$ cat src/rrsw_pkg.sv
package rrsw_pkg;
    localparam int NumTasks = 16;
    localparam int IdW = $clog2(NumTasks);
    localparam int CntW = $clog2(NumTasks + 1);
    localparam int CauseW = 32;

    typedef enum logic [2:0] {
        REQ_RUN    = 3'd0,
        REQ_YIELD  = 3'd1,
        REQ_SLEEP  = 3'd2,
        REQ_EXIT   = 3'd3,
        REQ_WAKEUP = 3'd4
    } t_req;

    localparam logic [1:0] ST_OK = 2'd0;
    localparam logic [1:0] ST_NO_TASK = 2'd1;
    localparam logic [1:0] ST_FULL = 2'd2;
    localparam logic [1:0] ST_NO_CURRENT = 2'd3;

    typedef struct packed {
        logic [2:0]        req_type;
        logic [IdW-1:0]    task_id;
        logic [CauseW-1:0] wait_cause;
    } t_in;

    typedef struct packed {
        logic [IdW-1:0]  current_task;
        logic            current_valid;
        logic [1:0]      status;
        logic [CntW-1:0] woken_count;
        logic [CntW-1:0] runnable_count;
    } t_out;
endpackage

$ cat src/rrsw_if.sv
interface rrsw_if #(parameter type T = logic) ();
    logic valid;
    logic ready;
    T     data;
    modport source (output valid, output data, input ready);
    modport sink (input valid, input data, output ready);
endinterface

$ cat src/rrsw_ram.sv
// Simple dual-port RAM, registered read.
module rrsw_ram #(
    parameter int Depth = 16,
    parameter int Width = 4
) (
    input  logic                     i_clk,
    input  logic                     i_we,
    input  logic [$clog2(Depth)-1:0] i_waddr,
    input  logic [Width-1:0]         i_wdata,
    input  logic [$clog2(Depth)-1:0] i_raddr,
    output logic [Width-1:0]         o_rdata
);
    logic [Width-1:0] r_mem [Depth];

    always_ff @(posedge i_clk) begin
        if (i_we) begin
            r_mem[i_waddr] <= i_wdata;
        end
        o_rdata <= r_mem[i_raddr];
    end
endmodule

$ cat src/round_robin_sleep_wakeup_scheduler_top.sv
// Run goes from decode to the output state; yield, sleep and exit also pass the pop
// state when the deque head is popped (one deque RAM read); wakeup visits scan-wait
// and scan once per waiting entry. One item at a time.
// Result held in an output register until taken; input ready only when idle with no
// result pending, so the next item is accepted in the cycle after the result is taken.
// Synchronous active-low reset empties deque and wait list, clears current.
module round_robin_sleep_wakeup_scheduler_top
    import rrsw_pkg::*;
(
    input logic i_clk,
    input logic i_rst_n,
    rrsw_if.sink   i_req,
    rrsw_if.source o_res
);
    typedef enum logic [2:0] {S_IDLE, S_DECODE, S_POP, S_SCAN, S_SCAN_WAIT, S_OUT} t_state;

    t_state              r_state;
    t_in                 r_in;
    logic [IdW-1:0]      r_head;
    logic [CntW-1:0]     r_rcnt;
    logic [CntW-1:0]     r_wcnt;
    logic [IdW-1:0]      r_cur;
    logic                r_curv;
    logic [1:0]          r_status;
    logic [CntW-1:0]     r_woken;
    logic [CntW-1:0]     r_idx;
    logic [CntW-1:0]     r_keep;
    logic                r_requeue;
    logic [IdW-1:0]      r_old;
    logic                r_ovalid;
    t_out                r_out;

    // Deque RAM
    logic            dq_we;
    logic [IdW-1:0]  dq_waddr, dq_wdata, dq_raddr, dq_rdata;
    // Wait list RAM: id and cause together
    logic                  wl_we;
    logic [IdW-1:0]        wl_waddr, wl_raddr;
    logic [IdW+CauseW-1:0] wl_wdata, wl_rdata;

    rrsw_ram #(.Depth(NumTasks), .Width(IdW)) u_dq (
        .i_clk(i_clk), .i_we(dq_we), .i_waddr(dq_waddr), .i_wdata(dq_wdata),
        .i_raddr(dq_raddr), .o_rdata(dq_rdata));
    rrsw_ram #(.Depth(NumTasks), .Width(IdW + CauseW)) u_wl (
        .i_clk(i_clk), .i_we(wl_we), .i_waddr(wl_waddr), .i_wdata(wl_wdata),
        .i_raddr(wl_raddr), .o_rdata(wl_rdata));

    logic [IdW-1:0]    tail;
    logic [IdW-1:0]    head_m1;
    logic [IdW-1:0]    w_id;
    logic [CauseW-1:0] w_cause;
    logic              match;

    assign tail    = r_head + r_rcnt[IdW-1:0];
    assign head_m1 = r_head - IdW'(1);
    assign w_id    = wl_rdata[IdW+CauseW-1:CauseW];
    assign w_cause = wl_rdata[CauseW-1:0];
    assign match   = (w_cause == r_in.wait_cause);
    assign dq_raddr = r_head;
    assign wl_raddr = r_idx[IdW-1:0];

    assign i_req.ready = (r_state == S_IDLE) && !r_ovalid;
    assign o_res.valid = r_ovalid;
    assign o_res.data  = r_out;

    // Memory write ports
    always_comb begin
        dq_we = 1'b0;
        dq_waddr = tail;
        dq_wdata = r_in.task_id;
        wl_we = 1'b0;
        wl_waddr = r_wcnt[IdW-1:0];
        wl_wdata = {r_cur, r_in.wait_cause};
        unique case (r_state)
            S_DECODE: begin
                if (r_in.req_type == REQ_RUN && r_curv && r_rcnt < CntW'(NumTasks)) begin
                    dq_we = 1'b1;
                end
                if (r_in.req_type == REQ_SLEEP && r_curv && r_wcnt < CntW'(NumTasks)) begin
                    wl_we = 1'b1;
                end
            end
            S_POP: begin
                // tail computed with popped head already counted
                dq_we = r_requeue;
                dq_waddr = r_head + r_rcnt[IdW-1:0];
                dq_wdata = r_old;
            end
            S_SCAN: begin
                if (match && r_rcnt < CntW'(NumTasks)) begin
                    dq_we = 1'b1;
                    dq_waddr = head_m1;
                    dq_wdata = w_id;
                end else begin
                    wl_we = 1'b1;
                    wl_waddr = r_keep[IdW-1:0];
                    wl_wdata = wl_rdata;
                end
            end
            default: ;
        endcase
    end

    // Sequencer
    always_ff @(posedge i_clk) begin
        if (!i_rst_n) begin
            r_state  <= S_IDLE;
            r_head   <= '0;
            r_rcnt   <= '0;
            r_wcnt   <= '0;
            r_cur    <= '0;
            r_curv   <= 1'b0;
            r_ovalid <= 1'b0;
        end else begin
            if (o_res.valid && o_res.ready) begin
                r_ovalid <= 1'b0;
            end
            unique case (r_state)
                S_IDLE: begin
                    if (i_req.valid && i_req.ready) begin
                        r_in      <= i_req.data;
                        r_status  <= ST_OK;
                        r_woken   <= '0;
                        r_requeue <= 1'b0;
                        r_state   <= S_DECODE;
                    end
                end
                S_DECODE: begin
                    r_state <= S_OUT;
                    priority if (r_in.req_type == REQ_RUN) begin
                        if (!r_curv) begin
                            r_cur  <= r_in.task_id;
                            r_curv <= 1'b1;
                        end else if (r_rcnt >= CntW'(NumTasks)) begin
                            r_status <= ST_FULL;
                        end else begin
                            r_rcnt <= r_rcnt + CntW'(1);
                        end
                    end else if (r_in.req_type == REQ_YIELD
                                 || r_in.req_type == REQ_SLEEP
                                 || r_in.req_type == REQ_EXIT) begin
                        if (!r_curv) begin
                            r_status <= ST_NO_CURRENT;
                        end else if (r_in.req_type == REQ_SLEEP
                                     && r_wcnt >= CntW'(NumTasks)) begin
                            r_status <= ST_FULL;
                        end else begin
                            if (r_in.req_type == REQ_SLEEP) begin
                                r_wcnt <= r_wcnt + CntW'(1);
                            end
                            if (r_rcnt != '0) begin
                                r_requeue <= (r_in.req_type == REQ_YIELD);
                                r_old     <= r_cur;
                                r_state   <= S_POP;
                            end else if (r_in.req_type != REQ_YIELD) begin
                                r_status <= ST_NO_TASK;
                                r_cur    <= '0;
                                r_curv   <= 1'b0;
                            end
                        end
                    end else if (r_in.req_type == REQ_WAKEUP) begin
                        r_idx  <= '0;
                        r_keep <= '0;
                        if (r_wcnt != '0) begin
                            r_state <= S_SCAN_WAIT;
                        end
                    end else begin
                        r_state <= S_OUT;
                    end
                end
                S_POP: begin
                    // dq_rdata holds head entry now; pop and maybe push back
                    r_cur  <= dq_rdata;
                    r_curv <= 1'b1;
                    r_head <= r_head + IdW'(1);
                    if (!r_requeue) begin
                        r_rcnt <= r_rcnt - CntW'(1);
                    end
                    r_state <= S_OUT;
                end
                S_SCAN_WAIT: begin
                    r_state <= S_SCAN;
                end
                S_SCAN: begin
                    if (match && r_rcnt < CntW'(NumTasks)) begin
                        r_head  <= head_m1;
                        r_rcnt  <= r_rcnt + CntW'(1);
                        r_woken <= r_woken + CntW'(1);
                    end else begin
                        if (match) begin
                            r_status <= ST_FULL;
                        end
                        r_keep <= r_keep + CntW'(1);
                    end
                    r_idx <= r_idx + CntW'(1);
                    if (r_idx + CntW'(1) >= r_wcnt) begin
                        r_wcnt <= (match && r_rcnt < CntW'(NumTasks))
                                  ? r_keep : r_keep + CntW'(1);
                        r_state <= S_OUT;
                    end else begin
                        r_state <= S_SCAN_WAIT;
                    end
                end
                S_OUT: begin
                    r_out.current_task   <= r_cur;
                    r_out.current_valid  <= r_curv;
                    r_out.status         <= r_status;
                    r_out.woken_count    <= r_woken;
                    r_out.runnable_count <= r_rcnt;
                    r_ovalid             <= 1'b1;
                    r_state              <= S_IDLE;
                end
                default: r_state <= S_IDLE;
            endcase
        end
    end
endmodule

$ cat src/flat_wrapper.sv
// flat-port wrapper written by rule: the top's interface ports become plain ports
module round_robin_sleep_wakeup_scheduler_top_flat import rrsw_pkg::*;
  (i_clk, i_rst_n, i_req_valid, i_req_data, i_req_ready, o_res_valid, o_res_data, o_res_ready);
  rrsw_if i_req_i ();
  rrsw_if o_res_i ();
  input logic i_clk;
  input logic i_rst_n;
  input wire logic [$bits(i_req_i.valid)-1:0] i_req_valid;
  input wire logic [$bits(i_req_i.data)-1:0] i_req_data;
  output wire logic [$bits(i_req_i.ready)-1:0] i_req_ready;
  output wire logic [$bits(o_res_i.valid)-1:0] o_res_valid;
  output wire logic [$bits(o_res_i.data)-1:0] o_res_data;
  input wire logic [$bits(o_res_i.ready)-1:0] o_res_ready;
  assign i_req_i.valid = i_req_valid;
  assign i_req_i.data = i_req_data;
  assign i_req_ready = i_req_i.ready;
  assign o_res_valid = o_res_i.valid;
  assign o_res_data = o_res_i.data;
  assign o_res_i.ready = o_res_ready;
  round_robin_sleep_wakeup_scheduler_top u_core (.i_clk(i_clk), .i_rst_n(i_rst_n), .i_req(i_req_i), .o_res(o_res_i));
endmodule
$ cat config.mk
export PLATFORM = sky130hd
export DESIGN_NAME = round_robin_sleep_wakeup_scheduler_top_flat
export DESIGN_NICKNAME = d
export VERILOG_FILES = /design/src/rrsw_pkg.sv /design/src/rrsw_if.sv /design/src/rrsw_ram.sv /design/src/round_robin_sleep_wakeup_scheduler_top.sv /design/src/flat_wrapper.sv
export SDC_FILE = /design/constraint.sdc
export NUM_CORES = 1
export LEC_CHECK = 0
export BUFFER_PORTS_ARGS = -buffer_cell sky130_fd_sc_hd__buf_2
export CORE_UTILIZATION = 64
export CTS_CLUSTER_DIAMETER = 50
export DETAILED_ROUTE_END_ITERATION = 16
export HOLD_SLACK_MARGIN = 0.1
export PLACE_DENSITY = 0.77
export SLEW_MARGIN = 20
export SYNTH_ARGS = -nofsm -noshare
export SYNTH_HDL_FRONTEND = slang
export SYNTH_HIERARCHICAL = 1
export SYNTH_SLANG_ARGS = --single-unit
$ cat constraint.sdc
create_clock -name i_clk -period 5.6 [get_ports i_clk]
set_input_delay 0.56 -clock i_clk [delete_from_list [all_inputs] [get_ports i_clk]]
set_output_delay 0.56 -clock i_clk [all_outputs]
set_load 0.03 [all_outputs]
# Yosys cells after proc, flatten, opt, wreduce, memory -nomap -nowiden
# Memories as Yosys holds them, arrays and structs flattened. A register that Yosys moved wholly into a read port is not among the register bits.
# Index checks and enable logic that the tools add are counted.
op_classes:
  n_addsub: 7
  n_lt_le_gt_ge: 3
  n_eq_ne: 14
  muxes: 39
  bitwise_logic: 1
  reduce_logical: 23
op_table:
  columns: ["op", "n"]
  rows:
  - ["two-way mux 36 bit", 2]
  - ["two-way mux 5 bit", 9]
  - ["equality test 32 x 1 -> 1 bit", 1]
  - ["two-way mux 4 bit", 7]
  - ["case mux 4 bit (2 select lines)", 3]
  - ["adder 5 x 1 -> 5 bit, second input constant", 3]
  - ["case mux 5 bit (3 select lines)", 1]
  - ["two-way mux 1 bit", 14]
  - ["case mux 3 bit (4 select lines)", 1]
  - ["nonzero test 2 bit", 5]
  - ["inequality test 2 x 1 -> 1 bit, second input constant", 4]
  - ["inequality test 2 bit, second input constant", 4]
  - ["equality test 3 x 2 -> 1 bit, second input constant", 2]
  - ["equality test 3 bit, second input constant", 2]
  - ["AND reduction 2 bit", 3]
  - ["AND reduction 3 bit", 2]
  - ["AND reduction 6 bit", 1]
  - [">= comparator 5 bit", 1]
  - [">= comparator 5 bit, second input constant", 1]
  - ["logical AND 1 bit", 5]
  - ["less-than comparator 5 bit, second input constant", 1]
  - ["AND reduction 5 bit", 1]
  - ["nonzero test 5 bit", 1]
  - ["subtractor 5 x 1 -> 5 bit, second input constant", 1]
  - ["other kinds (12)", 12]
totals:
  ff_bits: 36
  ramBits: 640
  inputBits: 5
  output_inout_bits: 3
  word_cells: 101
  memories: 2
memory_table:
  columns: ["name", "words", "word_bits", "read_ports", "rd_clocked_by_memory_dff", "write_ports", "line", "text"]
  rows:
  - ["u_core.u_wl.r_mem", 16, 36, 1, 1, 1, "rrsw_ram.sv:13", "logic [Width-1:0] r_mem [Depth];"]
  - ["u_core.u_dq.r_mem", 16, 4, 1, 1, 1, "rrsw_ram.sv:13", null]

# Logic depth before layout (Yosys ltp)
logic_depth:
  ltp_word: 6
  depth_mapped: 12
  depth_no_buf: 9

# By module
# Netlist, hierarchy kept.
modules_own_cells:
  columns: ["module", "n_inst", "cells_per_inst", "area_per_inst_um2"]
  rows:
  - ["rrsw_ram (u_core.u_wl)", 1, 938, 22318.9]
  - ["rrsw_ram (u_core.u_dq)", 1, 130, 2666.3]
  - ["round_robin_sleep_wakeup_scheduler_top", 1, 272, 2402.3]

# Least setup slack after synthesis
# OpenSTA, ideal clock, no wires.
synth_timing:
  kind: "register to register"
  from: "reg u_core.u_wl.o_rdata[12], read port of u_core.u_wl.r_mem"
  to: "mem u_core/u_wl/r_mem[0][0] (netlist name), enable pin"
  arrival_time_ns: 4.667
  path_slack_ns: 0.459
  stages_incl_launch_ff: 10
  n_path_buf: 1
  path_cell_list: "dfxtp_1 -> nor4_1 -> nand4_2 -> nor3_4 -> nor2_4 -> buf_2 -> nand2_1 -> o21ai_0 -> or3b_2 -> nor3_1"
synth_between:
  elab_chain_len: 6
  word_cells_on_any_way: 8
  cone_classes: "1 x eq/ne; 6 x mux; 1 x reduce/logical"
synth_rtl:
  columns: ["item", "line", "text"]
  rows:
  - ["start, declared", "rrsw_ram.sv:11", "output logic [Width-1:0] o_rdata"]
  - ["equality test 32 x 1 -> 1 bit", "round_robin_sleep_wakeup_scheduler_top.sv:58", "assign match = (w_cause == r_in.wait_cause);"]
  - ["logical AND 1 bit", "round_robin_sleep_wakeup_scheduler_top.sv:90", "if (match && r_rcnt < CntW'(NumTasks)) begin"]
  - ["two-way mux 1 bit", "round_robin_sleep_wakeup_scheduler_top.sv:90", null]
  - ["two-way mux 1 bit", null, null]
  - ["net u_core.wl_we", "round_robin_sleep_wakeup_scheduler_top.sv:37", "logic wl_we;"]
  - ["two-way mux 1 bit", "rrsw_ram.sv:16", "if (i_we) begin"]
  - ["two-way mux 1 bit (implied by the code)", "rrsw_ram.sv:17", "r_mem[i_waddr] <= i_wdata;"]
  - ["end, declared", "rrsw_ram.sv:13", null]
# The timed path passes the listed nets, and every way through them passes these cells.

# Final worst setup path
layout_timing:
  from: "reg u_core.u_wl.o_rdata[12], read port of u_core.u_wl.r_mem"
  to: "mem u_core/u_wl/r_mem[11][6] (netlist name), enable pin"
layout_between:
  word_cells_on_any_way: 8
  cone_classes: "1 x eq/ne; 6 x mux; 1 x reduce/logical"
layout_rtl:
  columns: ["item", "line", "text"]
  rows:
  - ["equality test 32 x 1 -> 1 bit", "round_robin_sleep_wakeup_scheduler_top.sv:58", null]
  - ["logical AND 1 bit", "round_robin_sleep_wakeup_scheduler_top.sv:90", null]
  - ["two-way mux 4 bit", "round_robin_sleep_wakeup_scheduler_top.sv:90", null]
  - ["two-way mux 4 bit", "round_robin_sleep_wakeup_scheduler_top.sv:74", "unique case (r_state)"]
  - ["net u_core.wl_waddr[1]", "round_robin_sleep_wakeup_scheduler_top.sv:38", "logic [IdW-1:0] wl_waddr, wl_raddr;"]
# The timed path passes the listed nets, and every way through them passes these cells.

==> impl_results.md <==
- Status: completed
- GP Congestion: 0.843
- CP max-delay cell: o21ai_0
- Die area: 0.0346 mm^2
- Overall die width: 186 um
- Layout Area Growth over Synthesis: 11.5%
- Core ar.: 0.0334 mm^2
- Req. time, crit path: 5860 ps
- Leakage power: 7.08 nW
- Number of max-cap violations: 0
- Worst path cell trace: nor4_1, nand4_2, nor3_4, nor2_4, o21ai_0, nand2_1, nor2_4, buf_4
- Cts hold-fix bufs: 0
- Clk sink count: 571
- DRC: 0
- Final worst path period share: 76.5%
- CP Buf/Inv Count: 1
- Wire length per cell: 28.1 um
- Worst-path fanout max: 42
- DP HPWL: 24800 um
- H-tree depth: 2
- Maximum clock rate: 233 MHz
- Vias in the first global route: 10200
- CTS tree: yes
- Port Buf Inserts: 7
- Initial antenna violation count: 0
- CP peak stage delay: 820 ps
- Routed wire length: 44000 um
- Final Setup Violations: 0
- Mapped Nets: 1059
- CTS clk-pin slew, worst paths: 60 ps
- Ant diodes: 0
- Vias per cell: 6.62
- CP endpoint kind: register
- Fin. Hold Viols: 0
- Warnings from Yosys: 6
- Clock latency on the worst-skew pair: 580 ps
- CTS Buf Count: 55
- Die height: 186 um
- Bufs on Longest Clock Path: 3
- Cts repair resizes: 0
- Filler cell count: 1856
- Slew Viols, Final: 0
- GRT overflow: 0
- Hold Path Origin: i_req_data
- Fraction of layout cells with a size suffix above 1: 24.0%
- Worst slew pin tran: 1090 ps
- Top Ports: 8
- Drt first-iter violations: 1290
- Post-Syn Area: 0.0217 mm^2
- Post-Synthesis Cells: 1043
- Row count: 67
- Setup CP Type: reg -> reg
- Finished Layout Cells: 1562
- CP arrival: 4540 ps
- Placed cells: 1454
- Hold WC Path Type: in -> reg
- Setup TNS: 0 ps
- Syn Area/Cell: 20.8 um^2
- Max VDD drop: 266 uV
- Max_slew headroom: 27.4%
- PwrDens: 342 mW/mm^2
- Critical Path Source: u_core/u_wl/o_rdata[12]
- RSZ-0062 raised after global routing: no
- Global-route wire length before repair: 63900 um
- Post-route minimum period: 4290 ps
- GRT Util Overall: 26.3%
- CTS Root Cell: clkbuf_16
- Reg-to-Reg Start: u_core/u_wl/o_rdata[12]
- Pin count of the biggest net entering global routing: 131
- Crit start category: register
- First drt pass iteration count: 5
- Crit path max-delay family: simple AND/OR/NAND/NOR gates
- Cell mode on critical path: nor2_4
- ANT nets after route: 0
- Skew final: 17.9 ps
- Initial Util: 64.8%
- Final nets: 1083
- Via count: 10300
- # Post-CTS Setup Buffers: 0
[stage by stage]
stage	total power, mW	utilization, %	area, um^2	setup WS, ps	hold slack [ps]
6_report	8.27	72.3	24200	1310	203
5_1_grt	8.49	72.3	24200	1100	173
4_1_cts	8.30	72.0	24100	1230	174
3_5_place_dp	4.77	66.7	22300	1250	453
3_3_place_gp	4.77	66.5	22200	1400	439
2_1_floorplan	4.75	-	21700	836	429
[final cells by class]
type	instances	area [um^2]	share of cell area, %
Sequential cell	571	16700	69.0
Tap cell	448	561	2.32
Clock buffer	79	1560	6.44
Clock inverter	25	218	0.900
Timing Repair Buffer	25	333	1.38
Inverter	13	48.8	0.202
Multi-Input combinational cell	401	4790	19.8
[placed cells by master (no fill, tap or decap), drive strengths merged, types with 2 or more instances in the layout]
| cell | count |
|---|---|
| edfxtp | 524 |
| mux4 | 128 |
| clkbuf | 79 |
| a22oi | 64 |
| nand2 | 49 |
| dfxtp | 47 |
| and2 | 33 |
| nor2 | 27 |
| buf | 25 |
| clkinv | 19 |
| inv | 15 |
| o21ai | 10 |
| ha | 10 |
| nor4 | 10 |
| nand3 | 9 |
| nand2b | 7 |
| a21oi | 7 |
| nor3 | 7 |
| xnor2 | 6 |
| xor2 | 5 |
| o31ai | 4 |
| nand3b | 4 |
| bufinv | 3 |
| nor2b | 3 |
| a21o | 2 |
| o2bb2ai | 2 |
| mux2i | 2 |
| mux2 | 2 |
[report_power, final]
part	switching (mW)	internal [mW]
clock network	1.51	2.08
registers	0.00917	4.60
logic	0.0483	0.0254
[metal layers]
layer,vias to the layer above,GRT usage (%),share of wire [%],wire length [um]
li1,4321,-,-,-
met1,5404,39.2,41,18000
met2,545,39.8,47,20800
met3,70,5.60,9.3,4080
met4,0,7.97,2.4,1070
met5,-,0,0,0
[path summary, 6_finish.rpt]
kind | endpoint | slack [ps] | depth (start not counted)
hold reg to reg | u_core/r_wcnt[3] | 470 | 2
setup reg to reg | u_core/u_wl/r_mem[11][6] | 1310 | 8
setup / recovery | u_core/u_wl/r_mem[11][6] | 1310 | 8
hold / removal | u_core/r_in[0] | 200 | 1
[sequential cells by signal, summed over array words and instances, names as in the netlist, 3 cells and up]
register	cells
u_core/r_wcnt	5
u_core/r_state	3
u_core/r_idx	5
u_core/r_keep	5
u_core/r_rcnt	5
u_core/u_wl/r_mem	512
u_core/u_wl/o_rdata	32
Power figures use the tool's default switching activity.
